==> src/rtl/core/mcur_pkg.sv <==
// Shared types, register codes and constants of the multi-channel ultrasonic ranger.
package mcur_pkg;

  localparam int MAX_LANES            = 8;
  localparam int NUM_CHANNELS_DEFAULT = 8;
  localparam int TICKS_PER_MS_DEFAULT = 1000;

  localparam int DIST_W     = 16;
  localparam int TIME_W     = 32;
  localparam int CFG_DATA_W = 16;
  localparam int IN_DATA_W  = 8;
  // trig (1) + ready mask (8) + eight distances (128) = 137, padded to bytes
  localparam int OUT_DATA_W = 144;

  localparam logic [TIME_W-1:0] PULSE_US = 32'd10;

  // floor(d * 1715 / 1000) == (d * DIST_MULT) >> DIST_SHIFT for every 16-bit d
  localparam int               DIST_SHIFT = 28;
  localparam int               PROD_W     = 45;
  localparam logic [28:0]      DIST_MULT  = 29'd460366808;

  localparam logic [3:0]        SENSOR_COUNT_RESET = 4'd0;
  localparam logic [DIST_W-1:0] MAX_DISTANCE_RESET = 16'd40000;
  localparam logic [15:0]       BURST_MS_RESET     = 16'd60;
  localparam logic [15:0]       MAX_ECHO_RESET     = 16'd23323;

  typedef enum logic [1:0] {
    REG_SENSOR_COUNT = 2'd0,
    REG_MAX_DISTANCE = 2'd1,
    REG_BURST_MS     = 2'd2,
    REG_MAX_ECHO     = 2'd3
  } reg_index_t;

  typedef struct packed {
    logic [3:0]        sensor_count;
    logic [DIST_W-1:0] max_distance;
    logic [15:0]       burst_interval_ms;
    logic [15:0]       max_echo_us;
  } cfg_t;

  // accept: a tick request enters the first stage; move: it passes to the output register
  typedef struct packed {
    logic accept;
    logic move;
  } pipe_ctrl_t;

endpackage

==> src/rtl/core/mcur_merge.sv <==
// Output stage: combines lane results into one registered result word.
module mcur_merge import mcur_pkg::*; (
  input  logic                  clk,
  input  logic                  rst,
  input  logic                  move,
  input  logic                  trig,
  input  logic [MAX_LANES-1:0]  enable,
  input  logic [MAX_LANES-1:0]  measured,
  input  logic [DIST_W-1:0]     lane_dist [MAX_LANES],
  input  logic [DIST_W-1:0]     max_distance,
  input  logic                  m_tready,
  output logic                  m_tvalid,
  output logic [OUT_DATA_W-1:0] m_tdata
);

  localparam int PAD_W = OUT_DATA_W - 1 - MAX_LANES - MAX_LANES * DIST_W;

  logic [MAX_LANES*DIST_W-1:0] dist_flat;

  always_comb begin
    for (int i = 0; i < MAX_LANES; i++) begin
      dist_flat[i*DIST_W +: DIST_W] = enable[i] ? lane_dist[i] : max_distance;
    end
  end

  always_ff @(posedge clk) begin
    if (rst) begin
      m_tvalid <= 1'b0;
    end else if (move) begin
      m_tvalid <= 1'b1;
    end else if (m_tready) begin
      m_tvalid <= 1'b0;
    end
  end

  always_ff @(posedge clk) begin
    if (move) begin
      m_tdata <= {{PAD_W{1'b0}}, dist_flat, measured & enable, trig};
    end
  end

endmodule

==> config.mk <==
export PLATFORM = sky130hd
export DESIGN_NAME = mcur_merge
export DESIGN_NICKNAME = d
export VERILOG_FILES = /design/src/rtl/core/mcur_pkg.sv /design/src/rtl/core/mcur_merge.sv
export SDC_FILE = /design/constraint.sdc
export NUM_CORES = 1
export LEC_CHECK = 0
export BUFFER_PORTS_ARGS = -buffer_cell sky130_fd_sc_hd__buf_2
export CORE_MARGIN = 2
export CORE_UTILIZATION = 46
export CTS_BUF_LIST = sky130_fd_sc_hd__clkbuf_16
export DETAILED_ROUTE_END_ITERATION = 8
export PLACE_DENSITY = 0.92
export RECOVER_POWER = 25
export SYNTH_ARGS = -nofsm -noshare
export SYNTH_HDL_FRONTEND = slang
export SYNTH_SLANG_ARGS = --single-unit
==> constraint.sdc <==
create_clock -name clk -period 1.13 [get_ports clk]
set_input_delay 0.113 -clock clk [delete_from_list [all_inputs] [get_ports clk]]
set_output_delay 0.113 -clock clk [all_outputs]
set_load 0.1 [all_outputs]
---- Word level (Yosys, flattened, before mapping) ----
Cells that the tools add are included.
operators by class
  muxes and demuxes ....................... 10
  bitwise logic cells ..................... 1
  reductions and logical operators ........ 1
operators with widths
  cell                number
  $mux W16            8
  $and A8 B8 Y8       1
  $mux W1             2
  $reduce_bool A2 Y1  1
word-level totals
  register bits ........................... 138
  output and inout port bits .............. 145

---- Depth between registers and ports, before layout ----
  depth in word-level cells ............... 2
  mapped depth ............................ 3

---- Worst setup path before layout ----
No wires, ideal clock.
  path kind ............................... flip-flop to flip-flop
  start ................................... register, netlist name m_tvalid
  end ..................................... register m_tvalid
  library setup time ...................... 0.070 ns
  arrival time ............................ 1.175 ns
  setup slack ............................. -0.115 ns
  stages on the path, launching flop included .. 3
  buffers on the path ..................... 0
  cell sequence ........................... dfxtp_1 nand2b_1 a21oi_1
RTL lines
  what                  line              text
  to (signal assigned)  mcur_merge.sv:28  m_tvalid <= 1'b0;
  to (signal assigned)  mcur_merge.sv:30  m_tvalid <= 1'b1;
  to (signal assigned)  mcur_merge.sv:32  m_tvalid <= 1'b0;
  to (decl)             mcur_merge.sv:12  output logic m_tvalid,

---- Final worst setup path ----
  start ................................... register m_tdata[34]
  end ..................................... output port m_tdata[34]
RTL lines
  what                    line              text
  from (decl)             mcur_merge.sv:13  output logic [OUT_DATA_W-1:0] m_tdata
  from (signal assigned)  mcur_merge.sv:38  m_tdata <= {{PAD_W{1'b0}}, dist_flat, measured & enable, trig};
No word-level cell between the ends.

==> impl.org <==
** Synth
- Post-synthesis instance area :: 6230 um2
- Sequential cell area fraction in the yosys report :: 0.664
- The cell count after synthesis came out at 301.
- Average instance area after synthesis :: between 20 and 25 um2
- Yosys printed 0 warnings.
- The number of different library cells used by synthesis comes to 12.
- In this run, synthesis produced a sequential element count of 138.

** Finish
- Final Net Count :: 856
- Cell area after layout :: 11300 um2
- The multi-input combinational cells in the finished layout cover a total of 1810 um2.
- Fraction of layout instances using a drive strength above 1 :: 0.685
- Area added between synthesis and finish :: 80.8%
- Area occupied by registers :: approximately 4100 um2
- Filler-free cell count of the finished design :: 881
- Final-layout fill cell count :: between 500 and 600

** Clock tree
- In this run the post-CTS setup repair buffer count came out at 0.
- Clock latency reported for the late side of the worst-skew pair :: about 0.42 ns
- Clock tree synthesis inserted a total of 17 buffers.
- CTS tree :: yes
- Clk root buf :: clkbuf_16
- Clock transition at the registers of the reported paths :: 0.06 ns
- Clock H-tree levels :: 4
- Number of buffers on the longest clock path :: 2
- Clock sink total :: 138

** Global routing
- The initial antenna violation count came to 0.
- Total overflow reported by the global router :: 0
- Entering global routing, the biggest net connects 42 pins.
- First-pass GRT wire length :: 33200 um
- GRT Util Overall :: 0.325
- Vias in the first global route :: 5164

** Floorplan
- Count of standard-cell rows :: 42
- Total die area :: 14500 um2
- The floorplan step set the die width to 120 um.
- In this run the standard cell core region covers 13200 um2.
- For this configuration, the core starts out at a cell density of 0.470.
- Measured along the y axis, the die boundary spans about 120 um.
- During I/O placement, the number of pins put on the boundary was 310.

** Worst setup path
- Worst endpoint required time :: just over 1 ns
- Worst Path Max Fanout :: 1
- Biggest cell delay along the critical path :: roughly 0.48 ns
- Cell at the slowest stage of the critical path :: edfxtp_1
- Gate family responsible for the most delay along the worst path :: flip-flops
- Data arrives at the worst endpoint at between 1 and 1.5 ns.
- Walking the worst path, the cells encountered are buf_12.
- Worst setup path category :: reg2out
- STA classifies the critical path endpoint as an output port.
- Counting both buffers and inverters, the worst setup path holds a total of 1.
- The worst setup path is launched from a flip-flop.

** Power and ir drop
- Power Dens Cells :: about 1700 nW/um2
- VDD sags by at most between 1000 and 1500 uV.
- Total chip power :: 19.1 mW
- Leakage power total :: 4.86 nW

** Routing
- The routed layout has 4603 vias.
- Post-detailed-route wirelength per cell :: approximately 26 um
- The routed design has 23200 um of wire.
- Once detail routing completed, the nets flagged for antenna violations numbered 0.
- The detailed router finished its first iteration with 363 violations.
- Dividing the detail-routed via count by the number of cells gives 5.22.
- DRC violations left :: 0
- The first detailed-routing pass ran for 4 iterations.

** STA
- Setup violations remaining at the end of the flow were counted as 133.
- Highest achievable clock rate :: ~0.80 GHz
- Setup Total Neg Slack :: -3.35 ns
- Dividing the final minimum period by the clock period gives 1.10.
- Unrepaired setup endpoints after global routing :: yes
- Measured against its own limit, the worst slew margin works out to 0.434.
- The number of endpoints with negative hold slack in the final report is 0.
- The number of slew-limit violations in the final report is 0.
- Least setup slack across all paths after layout :: -0.114 ns
- Between clock sinks in the finished design, the worst skew comes to 0 ns.
- The smallest clock period supported by the final layout is computed as 1.24 ns.
- Transition at the pin with the smallest max-transition slack :: 0.847 ns

** Flow run
- Max-capacitance violation count :: 0

** Placed design
- Routability-driven placement finished with a final weighted congestion of roughly 0.72.
- During placement, the flow inserted port buffers numbering 302.
- In this run, placement finished with an instance count of between 700 and 800.
- OpenSTA, run right after detailed placement, puts the worst setup slack at 0.0964 ns.
- Instance area at placement :: 10100 um2
- The wire-length estimate of the detail-placed layout is 15100 um.

** Run status
- The checks that failed: setup timing.
- The flow ran to the end, but the final reports show violations.

** Worst hold path
- Worst min path class :: in2reg
sequential cells by signal (all words and copies together) (netlist names):
register,flops
m_tdata,137
m_tvalid,1
through the flow:
stage,hold WS [ns],utilization
after global placement,0.260,0.759
after floorplan,0.175,-
after detailed placement,0.270,0.759
after global routing,0.000898,0.850
final,0.00763,0.850
after CTS,0.000532,0.853
cell type report:
class	instances	share of cell area
tap	176	0.0196
inverter	1	0.000333
sequential	138	0.367
antenna	1	0.000222
clock buffer	17	0.0378
multi-input combinational	145	0.161
clock inverter	15	0.0139
timing repair buffer	388	0.400
layer usage:
metal,track usage,wire length (um),up-vias
met4,0.163,970,0
met2,0.567,12100,339
li1,-,-,1946
met5,0,0,-
met3,0.101,1950,59
met1,0.356,8140,2259
report_power, final:
| group | internal [mW] | leakage (nW) | switching, mW |
|---|---|---|---|
| Combinational | 2.55 | 3.23 | 4.31 |
| Sequential | 6.21 | 1.35 | 0.434 |
| Clock | 3.43 | 0.285 | 2.16 |
synth_stat cells:
cell | number | area share
a21oi_1 | 1 | 0.00080
and2_2 | 8 | 0.0096
buf_12 | 8 | 0.026
buf_4 | 7 | 0.0084
buf_6 | 8 | 0.014
conb_1 | 1 | 0.00060
dfxtp_1 | 1 | 0.0032
edfxtp_1 | 137 | 0.66
inv_1 | 1 | 0.00060
mux2_2 | 56 | 0.10
mux2_4 | 72 | 0.17
nand2b_1 | 1 | 0.0010
cells by family (layout without fill, tap and decap cells):
| logic type | after synthesis | in the layout | share of synthesized area |
|---|---|---|---|
| AO/OA/AOI/OAI | 1 | 1 | 0.000803 |
| buffers and inverters | 24 | 421 | 0.0492 |
| flip-flops | 138 | 138 | 0.664 |
| multiplexers | 128 | 128 | 0.275 |
| other | 1 | 8 | 0.000602 |
| AND/OR/NAND/NOR | 9 | 9 | 0.0107 |
repair_timing:
item,4_1_cts,5_1_grt
endpoints found under the hold margin,65,2
gates cloned,0,0
setup endpoints to repair,137,137
hold buffers,66,2
pin swaps,0,0
resized for setup,0,0
cells in the final DEF (no fill, tap or decap):
master / Yosys / final
a21oi_1: 1 / 1
buf_2: 0 / 163
and2_2: 8 / 8
clkbuf_2: 0 / 3
clkbuf_1: 0 / 1
buf_12: 8 / 147
clkinv_2: 0 / 3
dlymetal6s2s_1: 0 / 1
inv_6: 0 / 2
nand2b_1: 1 / 1
clkbuf_16: 0 / 17
inv_1: 1 / 2
mux2_4: 72 / 72
bufinv_16: 0 / 3
buf_4: 7 / 4
dfxtp_2: 0 / 1
conb_1: 1 / 7
diode_2: 0 / 1
clkinv_1: 0 / 4
dlygate4sd3_1: 0 / 68
edfxtp_1: 137 / 137
clkinvlp_4: 0 / 2
mux2_2: 56 / 56
clkbuf_4: 0 / 1
path summary, 6_finish.rpt:
| path | startpoint | endpoint | slack (ns) | cells after the start |
|---|---|---|---|---|
| setup / recovery | m_tdata[34]$_DFFE_PP_ | m_tdata[34] | -0.11 | 1 |
| hold / removal | lane_dist[85] | m_tdata[46]$_DFFE_PP_ | 0.008 | 2 |
| setup reg to reg | m_tvalid$_SDFFE_PP0P_ | m_tvalid$_SDFFE_PP0P_ | 0.47 | 2 |
| hold reg to reg | m_tvalid$_SDFFE_PP0P_ | m_tvalid$_SDFFE_PP0P_ | 0.53 | 2 |
Power figures use the tool's default switching activity.
