[src/rtl/core/mcur_pkg.sv]
// Shared types, register codes and constants of the multi-channel ultrasonic ranger.
package mcur_pkg;

  localparam int MAX_LANES            = 8;
  localparam int NUM_CHANNELS_DEFAULT = 8;
  localparam int TICKS_PER_MS_DEFAULT = 1000;

  localparam int DIST_W     = 16;
  localparam int TIME_W     = 32;
  localparam int CFG_DATA_W = 16;
  localparam int IN_DATA_W  = 8;
  // trig (1) + ready mask (8) + eight distances (128) = 137, padded to bytes
  localparam int OUT_DATA_W = 144;

  localparam logic [TIME_W-1:0] PULSE_US = 32'd10;

  // floor(d * 1715 / 1000) == (d * DIST_MULT) >> DIST_SHIFT for every 16-bit d
  localparam int               DIST_SHIFT = 28;
  localparam int               PROD_W     = 45;
  localparam logic [28:0]      DIST_MULT  = 29'd460366808;

  localparam logic [3:0]        SENSOR_COUNT_RESET = 4'd0;
  localparam logic [DIST_W-1:0] MAX_DISTANCE_RESET = 16'd40000;
  localparam logic [15:0]       BURST_MS_RESET     = 16'd60;
  localparam logic [15:0]       MAX_ECHO_RESET     = 16'd23323;

  typedef enum logic [1:0] {
    REG_SENSOR_COUNT = 2'd0,
    REG_MAX_DISTANCE = 2'd1,
    REG_BURST_MS     = 2'd2,
    REG_MAX_ECHO     = 2'd3
  } reg_index_t;

  typedef struct packed {
    logic [3:0]        sensor_count;
    logic [DIST_W-1:0] max_distance;
    logic [15:0]       burst_interval_ms;
    logic [15:0]       max_echo_us;
  } cfg_t;

  // accept: a tick request enters the first stage; move: it passes to the output register
  typedef struct packed {
    logic accept;
    logic move;
  } pipe_ctrl_t;

endpackage

[src/rtl/core/mcur_lane.sv]
// One echo channel: edge detection, duration capture and distance conversion.
module mcur_lane import mcur_pkg::*; (
  input  logic              clk,
  input  logic              rst,
  input  pipe_ctrl_t        ctrl,
  input  logic              level,
  input  logic              enable,
  input  logic [TIME_W-1:0] now_us,
  input  logic [DIST_W-1:0] max_distance,
  input  logic [15:0]       max_echo_us,
  output logic [DIST_W-1:0] distance,
  output logic              measured
);

  logic              prev_echo;
  logic              rise_seen;
  logic              rise_seen_next;
  logic [TIME_W-1:0] echo_start;
  logic [TIME_W-1:0] echo_start_next;
  logic              meas_next;
  logic              meas_q;
  logic [TIME_W-1:0] dur_q;
  logic [DIST_W-1:0] channel_distance;
  logic [PROD_W-1:0] prod;
  logic [16:0]       quot;
  logic              out_of_range;
  logic [DIST_W-1:0] new_dist;

  always_comb begin
    rise_seen_next  = rise_seen;
    echo_start_next = echo_start;
    meas_next       = 1'b0;
    if (enable && (level != prev_echo)) begin
      if (level) begin
        echo_start_next = now_us;
        rise_seen_next  = 1'b1;
      end else if (rise_seen) begin
        meas_next      = 1'b1;
        rise_seen_next = 1'b0;
      end
    end
  end

  always_ff @(posedge clk) begin
    if (rst) begin
      prev_echo  <= 1'b0;
      rise_seen  <= 1'b0;
      echo_start <= '0;
      meas_q     <= 1'b0;
    end else if (ctrl.accept) begin
      prev_echo  <= level;
      rise_seen  <= rise_seen_next;
      echo_start <= echo_start_next;
      meas_q     <= meas_next;
    end
  end

  // duration wraps modulo 2^32
  always_ff @(posedge clk) begin
    if (ctrl.accept) begin
      dur_q <= now_us - echo_start;
    end
  end

  assign prod         = PROD_W'(dur_q[15:0]) * PROD_W'(DIST_MULT);
  assign quot         = prod[DIST_SHIFT +: 17];
  assign out_of_range = (dur_q == '0) || (dur_q > {16'd0, max_echo_us});

  always_comb begin
    if (out_of_range) begin
      new_dist = max_distance;
    end else if (quot[16]) begin
      new_dist = '1;
    end else begin
      new_dist = quot[15:0];
    end
  end

  always_ff @(posedge clk) begin
    if (rst) begin
      channel_distance <= MAX_DISTANCE_RESET;
    end else if (ctrl.move && meas_q) begin
      channel_distance <= new_dist;
    end
  end

  assign distance = meas_q ? new_dist : channel_distance;
  assign measured = meas_q;

endmodule

[config.mk]
export PLATFORM = sky130hd
export DESIGN_NAME = mcur_lane
export DESIGN_NICKNAME = d
export VERILOG_FILES = /design/src/rtl/core/mcur_pkg.sv /design/src/rtl/core/mcur_lane.sv
export SDC_FILE = /design/constraint.sdc
export NUM_CORES = 1
export LEC_CHECK = 0
export BUFFER_PORTS_ARGS = -buffer_cell sky130_fd_sc_hd__buf_2
export CORE_UTILIZATION = 58
export CTS_CLUSTER_DIAMETER = 50
export CTS_CLUSTER_SIZE = 12
export DETAILED_ROUTE_END_ITERATION = 10
export GPL_ROUTABILITY_DRIVEN = 1
export PLACE_DENSITY = 0.88
export SETUP_SLACK_MARGIN = 0.05
export SLEW_MARGIN = 20
export SYNTH_ARGS = -nofsm -noshare
export SYNTH_HDL_FRONTEND = slang
export SYNTH_SLANG_ARGS = --single-unit
[constraint.sdc]
create_clock -name clk -period 7.9 [get_ports clk]
set_clock_uncertainty 0.15 [all_clocks]
set_input_delay 0.395 -clock clk [delete_from_list [all_inputs] [get_ports clk]]
set_output_delay 0.395 -clock clk [all_outputs]
set_load 0.005 [all_outputs]
Word-level counts from Yosys, hierarchy flattened

Index checks and enable logic that the tools add are counted.

Add/sub/neg operators: 1
Multipliers: 1
Div/mod/pow operators: 0
Magnitude comparators: 1
Eq/ne operators: 1
Shift operators: 0
Muxes and demuxes: 7
Bitwise gates (word level): 0
Reduce and logical (&&, ||, !) cells: 6

Operators by type and width:

| kind                                                | number |
|---|---|
| 2-to-1 mux 16 bit                                   | 3 |
| multiplier 16 x 26 -> 42 bit, second input constant | 1 |
| > comparator 32 x 16 -> 1 bit                       | 1 |
| zero test 32 bit                                    | 1 |
| subtractor 32 bit                                   | 1 |
| 2-to-1 mux 1 bit                                    | 4 |
| AND reduction 3 bit                                 | 1 |
| logical AND 1 bit                                   | 2 |
| AND reduction 2 bit                                 | 1 |
| logical OR 1 bit                                    | 1 |
| inequality test 1 bit                               | 1 |

Flip-flop bits (word level): 83
Bits in latches: 0
Memory bits (writable): 0
Bits in read-only memories: 0
Input port bits: 70
Output and inout bits: 17
Logic and storage cells: 23
Memories: 0

Longest topological paths before layout

Depth after elaboration: 4
Mapped depth: 24
Depth with buffers taken out: 23

Worst setup path after synthesis

No wires, ideal clock.

Path kind: reg-to-output
Start: register dur_q[10]
End: output distance[7]
Arrival time: 6.269 ns
Required time: 7.355 ns
Setup slack: 1.086 ns
Stages on the path, launching flop included: 20
Buffers on the path: 0
Path through: edfxtp_1 fa_1 fa_1 inv_1 fa_1 fa_1 inv_1 fa_1 inv_1 fa_1 inv_1 ha_1 nand3_1 or4_1 a32o_1 or3_4 a21oi_4 o211ai_4 o32a_1 mux2_4

Longest elaborated chain between the ends: 4
Elaborated cells on any way between the ends: 7
Classes of those cells: mul (1); order compare (1); mux (3); reduce/logical (2)

Ends and longest elaborated chain:

| item                                                  | line                             | source |
|---|---|---|
| from (decl)                                           | mcur_lane.sv:22                  | `logic [TIME_W-1:0] dur_q;` |
| from (signal assigned)                                | mcur_lane.sv:61                  | `dur_q <= now_us - echo_start;` |
| multiplier 16 x 26 -> 42 bit (tied with other cells)  | mcur_lane.sv:65                  | `assign prod = PROD_W'(dur_q[15:0]) * PROD_W'(DIST_MULT);` |
| 2-to-1 mux 16 bit or logical OR 1 bit (tied branches) | mcur_lane.sv:72, mcur_lane.sv:67 |  |
| 2-to-1 mux 16 bit (*)                                 | mcur_lane.sv:70                  | `if (out_of_range) begin` |
| 2-to-1 mux 16 bit (*)                                 | mcur_lane.sv:87                  | `assign distance = meas_q ? new_dist : channel_distance;` |
| to (decl)                                             | mcur_lane.sv:11                  | `output logic [DIST_W-1:0] distance,` |

Mark *: on every way between the ends. The rest lies on a longest branch, timed or not.

Worst setup path after layout

Same ends and word-level chain as after synthesis.

==> flow_summary.json <==
{
  "status": "finished, violations left",
  "violations": "capacitance limit, slew limit",
  "overflow": 0,
  "netlist_area_um2": 12300,
  "grt_max_degree": 53,
  "cp_slowest_cell": "fa_2",
  "relSlewSlack_pct": -0.0875,
  "fin_nets": 1876,
  "finalSetupViolations": 0,
  "synth_compound_area_share_pct": 14.1,
  "start_kind": "flip-flop",
  "cts_tree": "yes",
  "htree_levels": 3,
  "dieArea_um2": 21800,
  "clkSinkCount": 83,
  "n_antenna_cell": 0,
  "grt_pass1_vias": 9729,
  "drive_above_1_share_pct": 11.5,
  "wl_per_cell_um": 17.3,
  "critical_path_arrival_ns": 7.10,
  "setup.worst_path.class": "reg2out",
  "setup_tns_ns": 0,
  "synth_fa_ha_area_share_pct": 45.9,
  "cts_buffer_depth": 2,
  "firstDrtPassIters": 5,
  "layout_commonest_cell": "inv_1",
  "dieHeight_um": 148,
  "gp_congestion": 0.988,
  "drc": 0,
  "portBuffers": 86,
  "crit_fanout": 6,
  "crit_chain": "fa_2 -> fa_1 -> inv_1 -> fa_1 -> fa_1 -> inv_1 -> fa_1 -> inv_1 -> fa_1 -> inv_1 -> ha_1 -> nand3_1 -> or4_1 -> a32o_2 -> or3_4 -> a21oi_4 -> o211ai_4 -> o32a_1 -> mux2_4 -> buf_2",
  "yosysUniqueCellTypes": 71,
  "critical_path.top_delay_family": "adder cells",
  "worstHoldPathType": "in2reg",
  "maxCapViolCount": 1,
  "core_area_um2": 20600,
  "finalCriticalPeriod_ns": 7.65,
  "io_pins": 87,
  "start_util_pct": 59.9,
  "synth_edf_count": 32,
  "synthMuxAreaShare_pct": 1.10,
  "cts_buffers": 9,
  "postSynthCellCount": 1347,
  "synth_xor_area_share_pct": 2.91,
  "final_cell_mix": "inv_1 (306), ha_1 (216), fa_1 (145), nand2_1 (107), a21oi_1 (101)",
  "path_common_cell": "fa_1",
  "ant_nets": 0,
  "synth_top_family_by_area": "adder cells",
  "drt_iter0_markers": 457,
  "required_ns": 7.36,
  "hold_viol_final": 0,
  "synth-simple-area-share_pct": 9.53,
  "yosysWarnings": 0,
  "wl_um": 29600,
  "finalCritPeriodShare_pct": 96.8,
  "rows": 52,
  "syn_area_per_cell_um2": 9.15,
  "ys_ff_latch": 83,
  "synth_nets": 1781,
  "dp_hpwl_um": 24600,
  "slew_violations": 1,
  "rsz0062_at_grt": "no",
  "die-width_um": 148,
  "syn2layout_area_growth_pct": 9.39,
  "grtUsageTotal_pct": 28.1,
  "tightest_slew_ns": 1.50,
  "vias": 9683,
  "crit_path_end_kind": "primary output",
  "synth_ff_type": "dfxtp_1",
  "grt_first_pass_wirelength_um": 47900,
  "synthArstFlopShare_pct": 0,
  "avgViaCountPerCell": 5.64,
  "clock.fmax_ghz": 0.131,
  "crit_buf_inv": 5,
  "cpPeakStageDelay_ns": 0.55,
  "antenna_found_initial": 0,
  "ctsHoldBuffers": 0,
  "clock_latency_ns": 0.35,
  "yosysSeqAreaShare_pct": 16.1,
  "cts_root_buf": "clkbuf_16",
  "path_clk_slew_ns": 0.07
}
==> final timing paths <==
kind	start	end	slack, ns	cells past startpoint
min reg2reg	echo_start[23]	echo_start[23]	0.31	2
max	dur_q[10]	distance[7]	0.25	20
max reg2reg	dur_q[10]	channel_distance[7]	0.95	21
min	now_us[8]	echo_start[8]	0.14	3
==> state kept, by name, summed over array words and instances (netlist names) <==
signal,cells
measured,1
rise_seen,1
echo_start,32
channel_distance,16
prev_echo,1
dur_q,32
==> cell usage after synthesis (4+ instances only) <==
library cell	count	share of area [%]
nand2_1	108	3.3
xnor2_1	25	1.8
ha_1	217	22
nor2b_1	10	0.51
clkbuf_1	27	0.82
nand3_1	16	0.65
o21ai_0	41	1.7
a21oi_1	101	4.1
o21bai_1	9	0.55
and2_1	5	0.25
and3_1	5	0.25
inv_1	306	9.3
nand2b_1	11	0.56
o22ai_1	6	0.30
xor2_1	16	1.1
o31ai_1	6	0.37
nor2_1	38	1.2
or2_2	5	0.25
o21a_1	6	0.37
a21o_1	29	1.8
o221ai_1	11	0.78
nor3_1	11	0.45
mux2_2	4	0.37
a31oi_1	5	0.25
nor4_1	8	0.41
o31a_1	4	0.28
o21ai_1	4	0.16
nand4_1	11	0.56
a211oi_1	6	0.37
fa_1	147	24
mux2i_1	6	0.49
dfxtp_1	51	8.3
edfxtp_1	32	7.8
==> repair_timing <==
action	CTS	global route
pin swaps	0	5
buffers inserted	3	13
resized for setup	0	7
endpoints found under the setup margin	9	16
gates cloned	0	2
==> per-stage QoR <==
step	hold WS, ns	std cells	worst slack [ns]	cell area [um^2]	util [%]
2_1_floorplan	0.281	1347	1.09	12300	-
3_3_place_gp	0.291	1683	0.445	13000	63.4
3_5_place_dp	0.296	1683	0.382	13000	63.4
4_1_cts	0.136	1702	0.0615	13300	64.9
5_1_grt	0.147	1717	0.0503	13500	65.6
6_report	0.142	1717	0.254	13500	65.6
==> kinds of logic (layout without fill, tap and decap cells) <==
family / count (synthesis) / in the layout
and+or+nand+nor: 246 / 246
adders and majority gates: 364 / 364
muxes: 12 / 12
DFF: 83 / 83
xor gates and xnor gates: 41 / 41
buffers and inverters: 336 / 434
AOI/OAI and AO/OA: 265 / 267
==> routing by layer <==
metal  part of all wire [%]  wire length [um]  vias up  track usage (%)
li1                       -                 -     4657                -
met1                     44             13000     4660             37.9
met2                     47             14100      314             46.4
met3                    5.7              1700       52             3.98
met4                    3.0               879        0             9.43
met5                      0                 0        -                0
==> worst register-to-register path: cells and delay by family (launching register included) <==
kind            cells  cell delay (ns)
fa+ha+maj           7             3.48
compound gates      5             1.25
simple gates        4             1.10
flops               1             0.47
buf+inv             5             0.37
==> layout make-up <==
cell class,instances,area (um^2)
clock buffers,10,229
clock inverters,6,46.3
inverters,306,1150
repair buffers,112,626
fillers,1665,7080
flip-flops and latches,83,1980
well taps,270,338
multi-input cells,930,9110
Power is left out: the tool's default activity adds up to more than one toggle a clock period on the data nets, which glitch-free logic cannot reach.
