### config.mk
export PLATFORM = sky130hd
export DESIGN_NAME = mcur_timer
export DESIGN_NICKNAME = d
export VERILOG_FILES = /design/src/rtl/core/mcur_pkg.sv /design/src/rtl/core/mcur_timer.sv
export SDC_FILE = /design/constraint.sdc
export NUM_CORES = 1
export LEC_CHECK = 0
export BUFFER_PORTS_ARGS = -buffer_cell sky130_fd_sc_hd__buf_2
export CORE_UTILIZATION = 57
export CTS_CLUSTER_SIZE = 28
export DETAILED_ROUTE_END_ITERATION = 6
export PLACE_DENSITY = 0.85
export SLEW_MARGIN = 0
export SYNTH_ARGS = -nofsm -noshare
export SYNTH_HDL_FRONTEND = slang
export SYNTH_SLANG_ARGS = --single-unit
### constraint.sdc
create_clock -name clk -period 4.3 [get_ports clk]
set_input_delay 0.86 -clock clk [delete_from_list [all_inputs] [get_ports clk]]
set_output_delay 0.86 -clock clk [all_outputs]
set_load 0.05 [all_outputs]
### src/rtl/core/mcur_pkg.sv
// Shared types, register codes and constants of the multi-channel ultrasonic ranger.
package mcur_pkg;

  localparam int MAX_LANES            = 8;
  localparam int NUM_CHANNELS_DEFAULT = 8;
  localparam int TICKS_PER_MS_DEFAULT = 1000;

  localparam int DIST_W     = 16;
  localparam int TIME_W     = 32;
  localparam int CFG_DATA_W = 16;
  localparam int IN_DATA_W  = 8;
  // trig (1) + ready mask (8) + eight distances (128) = 137, padded to bytes
  localparam int OUT_DATA_W = 144;

  localparam logic [TIME_W-1:0] PULSE_US = 32'd10;

  // floor(d * 1715 / 1000) == (d * DIST_MULT) >> DIST_SHIFT for every 16-bit d
  localparam int               DIST_SHIFT = 28;
  localparam int               PROD_W     = 45;
  localparam logic [28:0]      DIST_MULT  = 29'd460366808;

  localparam logic [3:0]        SENSOR_COUNT_RESET = 4'd0;
  localparam logic [DIST_W-1:0] MAX_DISTANCE_RESET = 16'd40000;
  localparam logic [15:0]       BURST_MS_RESET     = 16'd60;
  localparam logic [15:0]       MAX_ECHO_RESET     = 16'd23323;

  typedef enum logic [1:0] {
    REG_SENSOR_COUNT = 2'd0,
    REG_MAX_DISTANCE = 2'd1,
    REG_BURST_MS     = 2'd2,
    REG_MAX_ECHO     = 2'd3
  } reg_index_t;

  typedef struct packed {
    logic [3:0]        sensor_count;
    logic [DIST_W-1:0] max_distance;
    logic [15:0]       burst_interval_ms;
    logic [15:0]       max_echo_us;
  } cfg_t;

  // accept: a tick request enters the first stage; move: it passes to the output register
  typedef struct packed {
    logic accept;
    logic move;
  } pipe_ctrl_t;

endpackage

### src/rtl/core/mcur_timer.sv
// Microsecond and millisecond time base with the shared trigger pulse generator.
module mcur_timer import mcur_pkg::*; #(
  parameter int TICKS_PER_MS = TICKS_PER_MS_DEFAULT
) (
  input  logic              clk,
  input  logic              rst,
  input  logic              accept,
  input  logic              run,
  input  logic [15:0]       burst_interval_ms,
  output logic [TIME_W-1:0] now_us,
  output logic              trig_next
);

  localparam int PW = $clog2(TICKS_PER_MS + 1);

  logic [TIME_W-1:0] us_time;
  logic [TIME_W-1:0] ms_time;
  logic [PW-1:0]     prescaler;
  logic              pulse_active;
  logic              pulse_active_next;
  logic [TIME_W-1:0] pulse_start;
  logic [TIME_W-1:0] pulse_start_next;
  logic [TIME_W-1:0] last_burst;
  logic [TIME_W-1:0] last_burst_next;
  logic [TIME_W-1:0] ms_gap;
  logic [TIME_W-1:0] us_gap;

  assign now_us = us_time;
  assign ms_gap = ms_time - last_burst;
  assign us_gap = us_time - pulse_start;

  always_comb begin
    pulse_active_next = pulse_active;
    pulse_start_next  = pulse_start;
    last_burst_next   = last_burst;
    if (run) begin
      if (!pulse_active) begin
        if (ms_gap >= {16'd0, burst_interval_ms}) begin
          pulse_active_next = 1'b1;
          pulse_start_next  = us_time;
        end
      end else if (us_gap >= PULSE_US) begin
        pulse_active_next = 1'b0;
        last_burst_next   = ms_time;
      end
    end
  end

  assign trig_next = pulse_active_next;

  always_ff @(posedge clk) begin
    if (rst) begin
      us_time      <= '0;
      ms_time      <= '0;
      prescaler    <= '0;
      pulse_active <= 1'b0;
      pulse_start  <= '0;
      last_burst   <= '0;
    end else if (accept) begin
      us_time      <= us_time + 1'b1;
      pulse_active <= pulse_active_next;
      pulse_start  <= pulse_start_next;
      last_burst   <= last_burst_next;
      if (prescaler == PW'(TICKS_PER_MS - 1)) begin
        prescaler <= '0;
        ms_time   <= ms_time + 1'b1;
      end else begin
        prescaler <= prescaler + 1'b1;
      end
    end
  end

endmodule

Yosys cells after proc, flatten, opt, wreduce, memory -nomap -nowiden
Index checks and enable logic that the tools add are counted.
- add/sub/neg operators: 5
- $lt $le $gt $ge: 2
- equal/unequal tests: 1
- muxes and demuxes: 5
- bitwise logic cells: 1
- reductions and logical operators: 3
- operators with widths (operator ; count):
    adder 32 x 1 -> 32 bit, second input constant ; 2
    subtractor 32 bit ; 2
    >= comparator 32 x 16 -> 1 bit ; 1
    >= comparator 32 x 4 -> 1 bit, second input constant ; 1
    adder 10 x 1 -> 10 bit, second input constant ; 1
    equality test 10 bit, second input constant ; 1
    two-way mux 10 bit ; 1
    AND reduction 4 bit ; 2
    two-way mux 1 bit ; 4
    AND reduction 2 bit ; 1
    NOT 1 bit ; 1
- flip-flop bits (word level): 139
- input port bits: 20
- output and inout port bits: 33
- logic and storage cells: 23

Depth between registers and ports, before layout
Gate-level depths: netlist (run 1).
- depth after elaboration: 5
- gate-level depth with buffers: 22
- gate-level depth less buffers: 20

Least setup slack after synthesis (run 1)
Ideal clock, no wire load.
- kind: register -> output
- from: reg ms_time[0]
- to: out trig_next
- data arrival time: 4.045 ns
- data required time: 3.440 ns
- path slack: -0.605 ns
- cell stages (with the launch flop): 19
- buffers on the path: 0
- cells stage by stage: dfxtp_1 > inv_1 > ha_1 > fa_1 > nand2b_1 > a21o_1 > a32oi_1 > a21oi_1 > xnor2_1 > ha_1 > nand4_1 > or3_1 > o311a_1 > nor4bb_1 > o2111ai_1 > nor4_1 > nand4_1 > o41ai_1 > a21oi_1
- cells in the longest elaborated chain, start to end: 5
- RTL lines (what ; RTL line ; RTL):
    from (decl) ; mcur_timer.sv:17 ; logic [TIME_W-1:0] ms_time;
    from (signal assigned) ; mcur_timer.sv:66 ; ms_time <= ms_time + 1'b1;
    subtractor 32 bit ; mcur_timer.sv:29 ; assign ms_gap = ms_time - last_burst;
    >= comparator 32 x 16 -> 1 bit ; mcur_timer.sv:38 ; if (ms_gap >= {16'd0, burst_interval_ms}) begin
    two-way mux 1 bit ; mcur_timer.sv:38 ;
    two-way mux 1 bit ; mcur_timer.sv:37 ; if (!pulse_active) begin
    two-way mux 1 bit ; mcur_timer.sv:36 ; if (run) begin
    to (decl) ; mcur_timer.sv:11 ; output logic trig_next
No other way between the ends.

Worst setup path after layout (run 1)
- from: reg last_burst[9]
- to: out trig_next
- cells in the longest elaborated chain, start to end: 5
- RTL lines (what ; RTL line ; RTL):
    from (decl) ; mcur_timer.sv:23 ; logic [TIME_W-1:0] last_burst;
    from (signal assigned) ; mcur_timer.sv:63 ; last_burst <= last_burst_next;
    subtractor 32 bit ; mcur_timer.sv:29 ;
    >= comparator 32 x 16 -> 1 bit ; mcur_timer.sv:38 ;
    two-way mux 1 bit ; mcur_timer.sv:38 ;
    two-way mux 1 bit ; mcur_timer.sv:37 ;
    two-way mux 1 bit ; mcur_timer.sv:36 ;
No other way between the ends.

==> summary.txt, run 1 <==
1st-iter DRT viols = 930
I/O Buffers = 52
vias = 12,000
core area = 18,800 µm²
gr usage total = 34.6%
Die Y = 141 µm
Slew @ Worst Pin = 1.19 ns
GRT Residual Overflow = 0
HPWL after DPL = 23,300 µm
RR Endpoint = pulse_start[3]
Reg2Reg Setup Slack = -0.42 ns
Multi-input gate area = 8190 µm²
Site Rows = 50
CTS clk-pin slew, worst paths = 0.06 ns
maximum number of pins on one net before global-route repair = 146
DR vias/cell = 6.29
outcome = finished with violations
commonest cells after routing, fill and taps aside = 191 x buf_4, 167 x nor2_1, 135 x dfxtp_1
Pleak = 6.22 nW
Final Hold Vio Count = 0
worst clock skew = 0.0144 ns
global-route wire length before repair = 55,600 µm
Crit. End Element = output port
CTS tree = built
failing checks = negative setup slack
number of flops mapped to enable cells by yosys = 0
Final nets = 1,768
# IOs = 53
startpoint types = flop
Async SR Flop Fraction = 0%
Clock Latency Late Sink = 0.44 ns
net count after synthesis = 1,576
final core occ = 75.3%
Die W = 141 µm
Setup WS post-layout = -0.872 ns
vias in the first global route = 11,700
worst setup path end = trig_next
full die area = 19,800 µm²
Crit Path Class = reg -> out
worst-path fanout max = 6
Max-Cap Viols = 0
Data required, critical path = 3.44 ns
H-tree levels = 4
Pre-antenna DRT Iters = 6
Hold Buf Count CTS = 0
r2r worst-path depth = 23
Worst R2R Start = last_burst[9]
initial antenna violation count = 0
post-synthesis sequential area ratio = 25.3%
Slew Viols, Final = 0
share of layout cells above drive strength 1 = 24.0%
CTS Buffer Depth = 2
Layout area overhead = 28.7%
fill count = 1,348
crit share post-route = 120%
PD cells = 218 nW/µm²
Reg area = 2790 µm²
arrival time worst endpoint = 4.31 ns
RSZ-0062 raised after global routing = yes
DRC viols = 0
GP Congestion = 0.952
Finish-stage setup viols = 34
Synth Flop Type = dfxtp_1
WL final = 35,000 µm
Rel. slew slack = 20.4%
number of synthesis warnings = 0
initial core utilization = 58.5%
worst vdd ir = 0.282 mV
fin crit period = 5.17 ns
Post-Syn Area = 11,000 µm²
Antenna diodes = 0
final non-filler cell total = 1,912
wire length per cell = 18.3 µm
Mapped Cells = 1,473
worst hold path class = reg -> reg
Synth cell types = 78
Yosys reg bits = 139
Post-DRT Antenna Nets = 0
Hold WS = 0.487 ns
commonest non-fill, non-tap cell in the layout = buf_4
Critical Path Start = last_burst[9]
root buffer cell = clkbuf_16
average cell area after synthesis = 7.46 µm²
placed instance count = 1,862
CTS sink cnt = 139
Inserted Clock Buffers = 17
fmax = 0.193 GHz
metrics by stage:
stage                     instance area, µm²  TNS (ns)  total power, mW  worst slack [ns]
after global placement                 12700     -7.52             1.59            -0.609
after floorplan                        11100    -0.312             1.50            -0.312
after global routing                   14100    -17.08             3.16             -1.03
after CTS                              13800    -10.04             3.07            -0.866
after detailed placement               12700    -12.29             1.59            -0.730
final                                  14100    -11.74             3.09            -0.872
repair_timing:
action                                  CTS  global route
endpoints found under the setup margin   34            34
endpoints found under the hold margin     0             0
gates cloned                              5             0
pin swaps                                19            12
resized for setup                        70            51
setup buffers                             5            12
synth_stat cells, drive strengths merged, types with 5 or more instances:
cell type  number  share of area, %
dfxtp         139                25
a211oi          8              0.59
and2           10              0.57
nor4            9              0.65
or4b           26               2.4
nor2b           6              0.34
a2111oi         9              0.72
clkbuf         71               2.4
a22oi          33               2.3
nor2          168               5.8
inv           102               3.5
nand2b          9              0.51
and4            8              0.64
mux2i          14               1.3
nand2         129               4.4
nor3           31               1.4
nand3         107               4.9
xnor2          35               2.8
a21o           18               1.2
nor3b          30               2.1
o41ai           5              0.57
and3           16              0.91
or3            26               1.5
o21ai          59               2.7
o211ai         13              0.89
a31oi           9              0.57
buf            12              0.64
ha             81               9.2
a21oi          94               4.3
xor2           52               4.1
o21a           11              0.75
nand4          39               2.2
o31ai          31               2.6
o22ai           6              0.34
metal layers:
layer / GRT usage (%) / up-vias / share of wire, %
li1: - / 5694 / -
met1: 41.0 / 5732 / 41
met2: 62.4 / 499 / 50
met3: 5.60 / 94 / 6.2
met4: 13.7 / 0 / 2.9
met5: 0 / - / 0
cells by family after synthesis:
logic type	share of synthesized area, %
and+or+nand+nor	29.2
AOI/OAI and AO/OA	21.0
buffers and inverters	6.55
DFF	25.3
xor gates and xnor gates	6.94
adders and majority gates	9.59
muxes	1.48
critical path, cell delays in order (launching register included):
cell and delay, ns:
dfxtp_1 0.31, inv_1 0.06, ha_1 0.30, buf_4 0.17
a21oi_1 0.22, o21ai_0 0.16, nand3_1 0.14, and2_4 0.17
nand2b_4 0.06, xor2_2 0.14, ha_1 0.31, nand4_1 0.14
or3_4 0.14, o311a_1 0.15, nor4bb_4 0.21, o2111ai_2 0.16
nor4_2 0.24, nand4_1 0.22, o41ai_4 0.32, a21oi_4 0.10
buf_6 0.16
worst min-delay path by stage:
stage,start,endpoint,cells past startpoint
floorplan,pulse_start[2],pulse_start[2],2
global placement,pulse_start[18],pulse_start[18],2
detailed placement,pulse_start[3],pulse_start[3],2
CTS,pulse_start[3],pulse_start[3],2
global route,pulse_start[28],pulse_start[28],2
finish,pulse_start[21],pulse_start[21],2
layout make-up:
type	instances	area share, %
clock inverter	12	0.991
inverter	102	2.71
multi-input combinational	1149	57.9
clock buffer	20	3.09
timing repair buffer	256	13.5
sequential	139	19.7
tap	234	2.07
where the power goes:
| part | internal [mW] | switching (mW) | leakage, nW |
|---|---|---|---|
| clock network | 0.861 | 0.646 | 0.272 |
| logic | 0.0791 | 0.206 | 4.83 |
| registers | 1.29 | 0.00328 | 1.12 |
| total | 2.23 | 0.856 | 6.22 |
sequential cells by signal (all words and copies together) (netlist names):
register      count
pulse_active      1
ms_time          32
pulse_start      32
prescaler        10
last_burst       32
now_us           32
Power figures use the tool's default switching activity.
==> run 2, diff against run 1 <==
Settings changed: BUFFER_PORTS_ARGS -buffer_cell sky130_fd_sc_hd__buf_2 to default, CORE_ASPECT_RATIO from default to 0.8, CORE_UTILIZATION 57 to 59, DONT_BUFFER_PORTS from default to 1, HOLD_SLACK_MARGIN from default to 0.1.
==> run 2 against run 1 <==
  * The run still ends with negative setup slack left
  * Total power decreased by 2.1%
  * Combinational power decreased by 14%
  * Critical path depth decreased by 1
  * Count of clock-buffer cells in the layout decreased by 2
==> summary.txt, run 2 (same netlist as run 1, synthesis figures left out) <==
outcome = finished with violations
failing checks = negative setup slack
DRC viols = 0 (unchanged)
Crit Path Class = reg -> out
Slew Viols, Final = 0 (unchanged)
Crit. End Element = output port
Layout area overhead = 24.3%
core area = 18,200 µm² (-3.2%)
Inserted Clock Buffers = 17 (unchanged)
vias = 12,100 (+0.42%)
worst vdd ir = 0.177 mV (-37%)
post-place instance area = 12,300 µm² (-3.3%)
Post-DRT Antenna Nets = 0 (unchanged)
root buffer cell = clkbuf_16
maximum number of pins on one net before global-route repair = 196 (+34%)
worst clock skew = 0.0109 ns (-0.00352 ns)
I/O Buffers = 0 (-100%)
worst hold path class = reg -> reg
1st-iter DRT viols = 1,431 (+54%)
WL final = 36,400 µm (+4.0%)
share of layout cells above drive strength 1 = 20.4% (-3.5 points)
RSZ-0062 raised after global routing = yes
startpoint types = flop
initial core utilization = 60.5% (+1.9 points)
met2 Track Usage GR = 58.2% (-4.2 points)
fin crit period = 5.42 ns (+0.246 ns)
Die Y = 124 µm (-12%)
final core occ = 75.2% (-0.16 points)
setup slack at placement = -0.640 ns (+0.0903 ns)
commonest non-fill, non-tap cell in the layout = buf_4
grt met3 use = 8.28% (+2.7 points)
CTS Buffer Depth = 2 (unchanged)
Clock Latency Late Sink = 0.44 ns (about the same)
Die W = 155 µm (+9.8%)
Rel. slew slack = 55.2% (+35 points)
DR vias/cell = 6.57 (+4.5%)
Slew @ Worst Pin = 0.672 ns (-0.522 ns)
Data required, critical path = 3.44 ns (about the same)
Site Rows = 44 (-12%)
H-tree levels = 4 (unchanged)
wire length per cell = 19.8 µm (+8.2%)
CTS sink cnt = 139 (unchanged)
fill count = 1,279 (-5.1%)
Final nets = 1,696 (-4.1%)
global-route wire length before repair = 55,700 µm (+0.14%)
Setup WS post-layout = -1.12 ns (-0.246 ns)
CTS clk-pin slew, worst paths = 0.07 ns (about the same)
design area = 13,700 µm² (-3.4%)
Pleak = 5.90 nW (-5.1%)
full die area = 19,200 µm² (-3.3%)
busiest grt layer = met2
Hold Buf Count CTS = 0 (unchanged)
arrival time worst endpoint = 4.56 ns (+0.25 ns)
Pwr Total = 3.02 mW (-2.1%)
HPWL after DPL = 23,600 µm (+1.4%)
initial antenna violation count = 0 (unchanged)
Max-Cap Viols = 0 (unchanged)
PD cells = 221 nW/µm² (+1.4%)
vias in the first global route = 11,100 (-5.2%)
met1 Use GR = 48.3% (+7.3 points)
fmax = 0.185 GHz (-4.5%)
gr usage total = 36.5% (+1.9 points)
GP Congestion = 1.01 (+5.8%)
GRT Residual Overflow = 0 (unchanged)
Finish-stage setup viols = 34 (unchanged)
Final Hold Vio Count = 0 (unchanged)
crit share post-route = 126% (+5.7 points)
CTS tree = built
# IOs = 53 (unchanged)
Pre-antenna DRT Iters = 6 (unchanged)
commonest cells after routing, fill and taps aside = 168 x buf_4, 167 x nor2_1, 136 x dfxtp_1
worst-path fanout max = 3 (-3)
Hold WS = 0.487 ns (+0.000378 ns)
[run 2: cell count changes in the layout (fill, tap and decap cells not counted), sizes merged]
cell | previous run | this run
clkinvlp | 3 | 2
diode | 0 | 1
clkbuf | 22 | 20
buf | 254 | 182
inv | 105 | 107
clkinv | 4 | 6
bufinv | 2 | 1
[run 2: path summary, 6_finish.rpt]
check	from	endpoint	slack, ns	depth (start not counted)
max	ms_time[0]	trig_next	-1.12	19
max reg2reg	ms_time[0]	pulse_start[9]	-0.52	22
min	pulse_start[20]	pulse_start[20]	0.49	2
min reg2reg	pulse_start[20]	pulse_start[20]	0.49	2
[run 2: where the power goes]
part | internal (mW) | leakage, nW | total (mW) | switching, mW
sequential | 1.29 | 1.12 | 1.29 | 0.00329
combinational | 0.0722 | 4.50 | 0.247 | 0.175
clock | 0.823 | 0.280 | 1.48 | 0.658
[run 2: metal layers]
layer / part of all wire (%) / wire, µm
met1: 43 / 15500
met2: 45 / 16200
met3: 9.3 / 3380
met4: 3.3 / 1210
met5: 0 / 0
[run 2: what timing repair did]
action | in CTS | in global routing
cloned | 4 | 0
pin swaps | 20 | 10
setup buffers | 16 | 4
resized for setup | 87 | 32
setup endpoints to repair | 34 | 34
[run 2: worst max-delay path, stage by stage (launching register included)]
cell and delay [ns]:
dfxtp_2 0.36, inv_2 0.07, ha_4 0.18, fa_2 0.34, nand2b_4 0.15, a21o_1 0.22
a32oi_2 0.37, buf_4 0.20, xor2_4 0.18, ha_4 0.22, nand4_1 0.17, or3_4 0.17
o311a_1 0.17, nor4bb_4 0.19, o2111ai_1 0.14, nor4_1 0.21, nand4_1 0.21, o41ai_4 0.30
a21oi_4 0.10, buf_12 0.16
[run 2: final cells by class]
class | count | area (µm²) | share of cell area (%)
diodes | 1 | 2.50 | 0.0183
clock buffers | 18 | 439 | 3.22
well taps | 230 | 288 | 2.11
multi-input cells | 1149 | 8090 | 59.2
repair buffers | 184 | 1530 | 11.2
inverters | 102 | 383 | 2.80
flip-flops and latches | 139 | 2790 | 20.4
clock inverters | 14 | 136 | 0.999
[run 2: stage by stage]
stage / TNS, ns / instances
after floorplan: -0.312 / 1473
after CTS: -3.94 / 1836
after global placement: -0.694 / 1785
after global routing: -17.42 / 1836
after detailed placement: -7.87 / 1785
final: -15.79 / 1837
==> run 3, diff against run 2 <==
Settings changed: CORE_UTILIZATION 59 to 65, PLACE_DENSITY 0.85 to 0.88, TNS_END_PERCENT from default to 20.
Clock period 4.3 ns to 6.6 ns, I/O delays scaled along.
==> run 3 against run 2 <==
  * The run now ends clean
  * Highest routed layer unchanged
  * Die area down 9.1%
  * Via count down 9.0%
  * Largest cell class unchanged
  * Final area down 14%
  * Register-to-register slack better by 1.9 ns
  * Non-clock buffer count down 154
  * Total power down 33%
  * Routed wire length down 18%
==> summary.txt, run 3 (same netlist as run 1, synthesis figures left out) <==
setup tns final = 0 ns (+15.79 ns)
Final nets = 1,542 (-9.1%)
Reg2Reg Setup Slack = 1.42 ns (+1.94 ns)
DRC viols = 0 (unchanged)
Antenna diodes = 0 (-1)
vias in the first global route = 9,797 (-12%)
Max-Cap Viols = 0 (unchanged)
H-tree levels = 4 (unchanged)
GP Congestion = 0.980 (-2.7%)
fin crit period = 6.20 ns
startpoint types = flop
global-route wire length before repair = 48,900 µm (-12%)
Crit path depth = 18 (-1)
outcome = finished clean
RR Endpoint = pulse_start[15]
slowest cell on the critical path = dfxtp_1
worst-path fanout max = 6 (+3)
Post-CTS Setup Bufs = 0 (-16)
Clock Latency Late Sink = 0.44 ns (about the same)
RSZ-0062 raised after global routing = no
Slew Viols, Final = 0 (unchanged)
CTS Buffer Depth = 2 (unchanged)
crit-path leading delay family = compound AO/OA/AOI/OAI gates
1st-iter DRT viols = 1,218 (-15%)
worst vdd ir = 0.189 mV (+7.0%)
Worst Path Buf+Inv = 1 (-2)
Layout area overhead = 7.30%
Multi-input gate area = 7500 µm² (-7.3%)
Crit path largest cell delay = 0.45 ns (+0.08 ns)
Die Y = 118 µm (-4.7%)
critical path, cell by cell = ha_1, nor2b_1, o31a_1, o31ai_1, and2_1, o21ai_0, xor2_1, ha_1, nand4_1, or3_1, o311a_1, nor4bb_1, o2111ai_1, nor4_1, nand4_1, o41ai_1, a21oi_1, buf_4
HPWL after DPL = 21,200 µm (-10%)
crit share post-route = 93.9%
core area = 16,600 µm² (-8.9%)
GRT Residual Overflow = 0 (unchanged)
share of layout cells above drive strength 1 = 8.20% (-12 points)
Inserted Clock Buffers = 17 (unchanged)
commonest cells after routing, fill and taps aside = 167 x nor2_1, 139 x dfxtp_1, 127 x nand2_1
vias = 11,000 (-9.0%)
wire length per cell = 17.8 µm (-9.9%)
Pleak = 4.99 nW (-16%)
Critical Path Start = ms_time[1]
worst setup path end = trig_next
Rel. slew slack = 49.1% (-6.1 points)
Hold WS = 0.477 ns (-0.00993 ns)
fill count = 1,339 (+4.7%)
initial antenna violation count = 0 (unchanged)
initial core utilization = 66.3% (+5.9 points)
worst clock skew = 0.0101 ns (-0.000848 ns)
commonest non-fill, non-tap cell in the layout = nor2_1
arrival time worst endpoint = 4.88 ns (+0.32 ns)
PD cells = 172 nW/µm² (-22%)
post_cts resized = 0 (-100%)
Worst R2R Start = ms_time[1]
Finish-stage setup viols = 0 (-100%)
I/O Buffers = 0 (unchanged)
Final Hold Vio Count = 0 (unchanged)
CTS sink cnt = 139 (unchanged)
Crit Path Class = reg -> out
Pre-antenna DRT Iters = 6 (unchanged)
Hold Buf Count CTS = 0 (unchanged)
fmax = 0.161 GHz
Data required, critical path = 5.28 ns (+1.84 ns)
CTS clk-pin slew, worst paths = 0.07 ns (about the same)
worst hold path class = reg -> reg
Reg area = 2780 µm² (-0.13%)
root buffer cell = clkbuf_16
r2r worst-path depth = 19 (-14%)
full die area = 17,400 µm² (-9.1%)
WL final = 29,800 µm (-18%)
Post-DRT Antenna Nets = 0 (unchanged)
DR vias/cell = 6.57 (about the same)
CTS tree = built
Die W = 147 µm (-4.7%)
Crit. End Element = output port
gr usage total = 34.6% (-2.0 points)
maximum number of pins on one net before global-route repair = 196 (unchanged)
Slew @ Worst Pin = 0.762 ns (+0.0900 ns)
# IOs = 53 (unchanged)
Site Rows = 42 (-4.5%)
-- run 3: cell types whose count changed in the layout (fill, tap and decap cells not counted), moves of 4 or more --
cell / previous run / this run
buf_6: 6 / 0
o21ai_0: 54 / 58
o31ai_2: 16 / 11
ha_1: 76 / 81
o31ai_1: 1 / 20
o31ai_4: 14 / 0
or4b_2: 0 / 26
ha_4: 5 / 0
buf_4: 168 / 30
a21oi_1: 89 / 93
buf_12: 4 / 0
or4b_4: 26 / 0
-- run 3: layer usage --
metal / wire length, µm / global-route usage [%] / vias to the layer above
li1: - / - / 5249
met1: 14300 / 52.3 / 5169
met2: 12500 / 49.5 / 515
met3: 2590 / 5.98 / 55
met4: 442 / 9.92 / 0
met5: 0 / 0 / -
-- run 3: where the power goes --
group	switching [mW]	leakage, nW	internal (mW)
registers	0.00170	1.12	0.841
clock network	0.421	0.308	0.613
logic	0.111	3.56	0.0390
total	0.534	4.99	1.49
-- run 3: worst min-delay path by stage --
stage	startpoint	end	slack, ns	cells past startpoint
final	pulse_start[13]	pulse_start[13]	0.48	2
after floorplan	pulse_start[2]	pulse_start[2]	0.45	2
after detailed placement	pulse_start[13]	pulse_start[13]	0.47	2
after global placement	pulse_start[10]	pulse_start[10]	0.46	2
after CTS	pulse_start[13]	pulse_start[13]	0.48	2
after global routing	pulse_start[8]	pulse_start[8]	0.49	2
-- run 3: metrics by stage --
stage / cell area [µm²] / util, % / instances / worst slack (ns) / total power, mW
2_1_floorplan: 11000 / - / 1473 / 1.24 / 0.979
3_3_place_gp: 11200 / 67.4 / 1640 / 1.08 / 1.00
3_5_place_dp: 11200 / 67.4 / 1640 / 0.890 / 1.01
4_1_cts: 11800 / 71.2 / 1672 / 0.423 / 2.03
5_1_grt: 11800 / 71.2 / 1672 / 0.131 / 2.08
6_report: 11800 / 71.2 / 1672 / 0.404 / 2.03
-- run 3: final cells by class --
| type | count | share of cell area [%] |
|---|---|---|
| Sequential cell | 139 | 23.6 |
| Inverter | 102 | 3.25 |
| Timing Repair Buffer | 30 | 1.91 |
| Clock inverter | 14 | 1.54 |
| Tap cell | 220 | 2.34 |
| Clock buffer | 18 | 3.73 |
| Multi-Input combinational cell | 1149 | 63.6 |
-- run 3: worst register-to-register path, cell delays in order, from the launching register on --
cell and delay (ns):
dfxtp_1 0.45, ha_1 0.27, nor2b_1 0.16, o31a_1 0.29, o31ai_1 0.40, and2_1 0.27
o21ai_0 0.14, xor2_1 0.19, ha_1 0.32, nand4_1 0.14, or3_1 0.13, o311a_1 0.14
nor4bb_1 0.27, o2111ai_1 0.15, nor4_1 0.22, nand4_1 0.24, o41ai_4 0.65, nor2_2 0.04
buf_4 0.29, o31ai_1 0.33
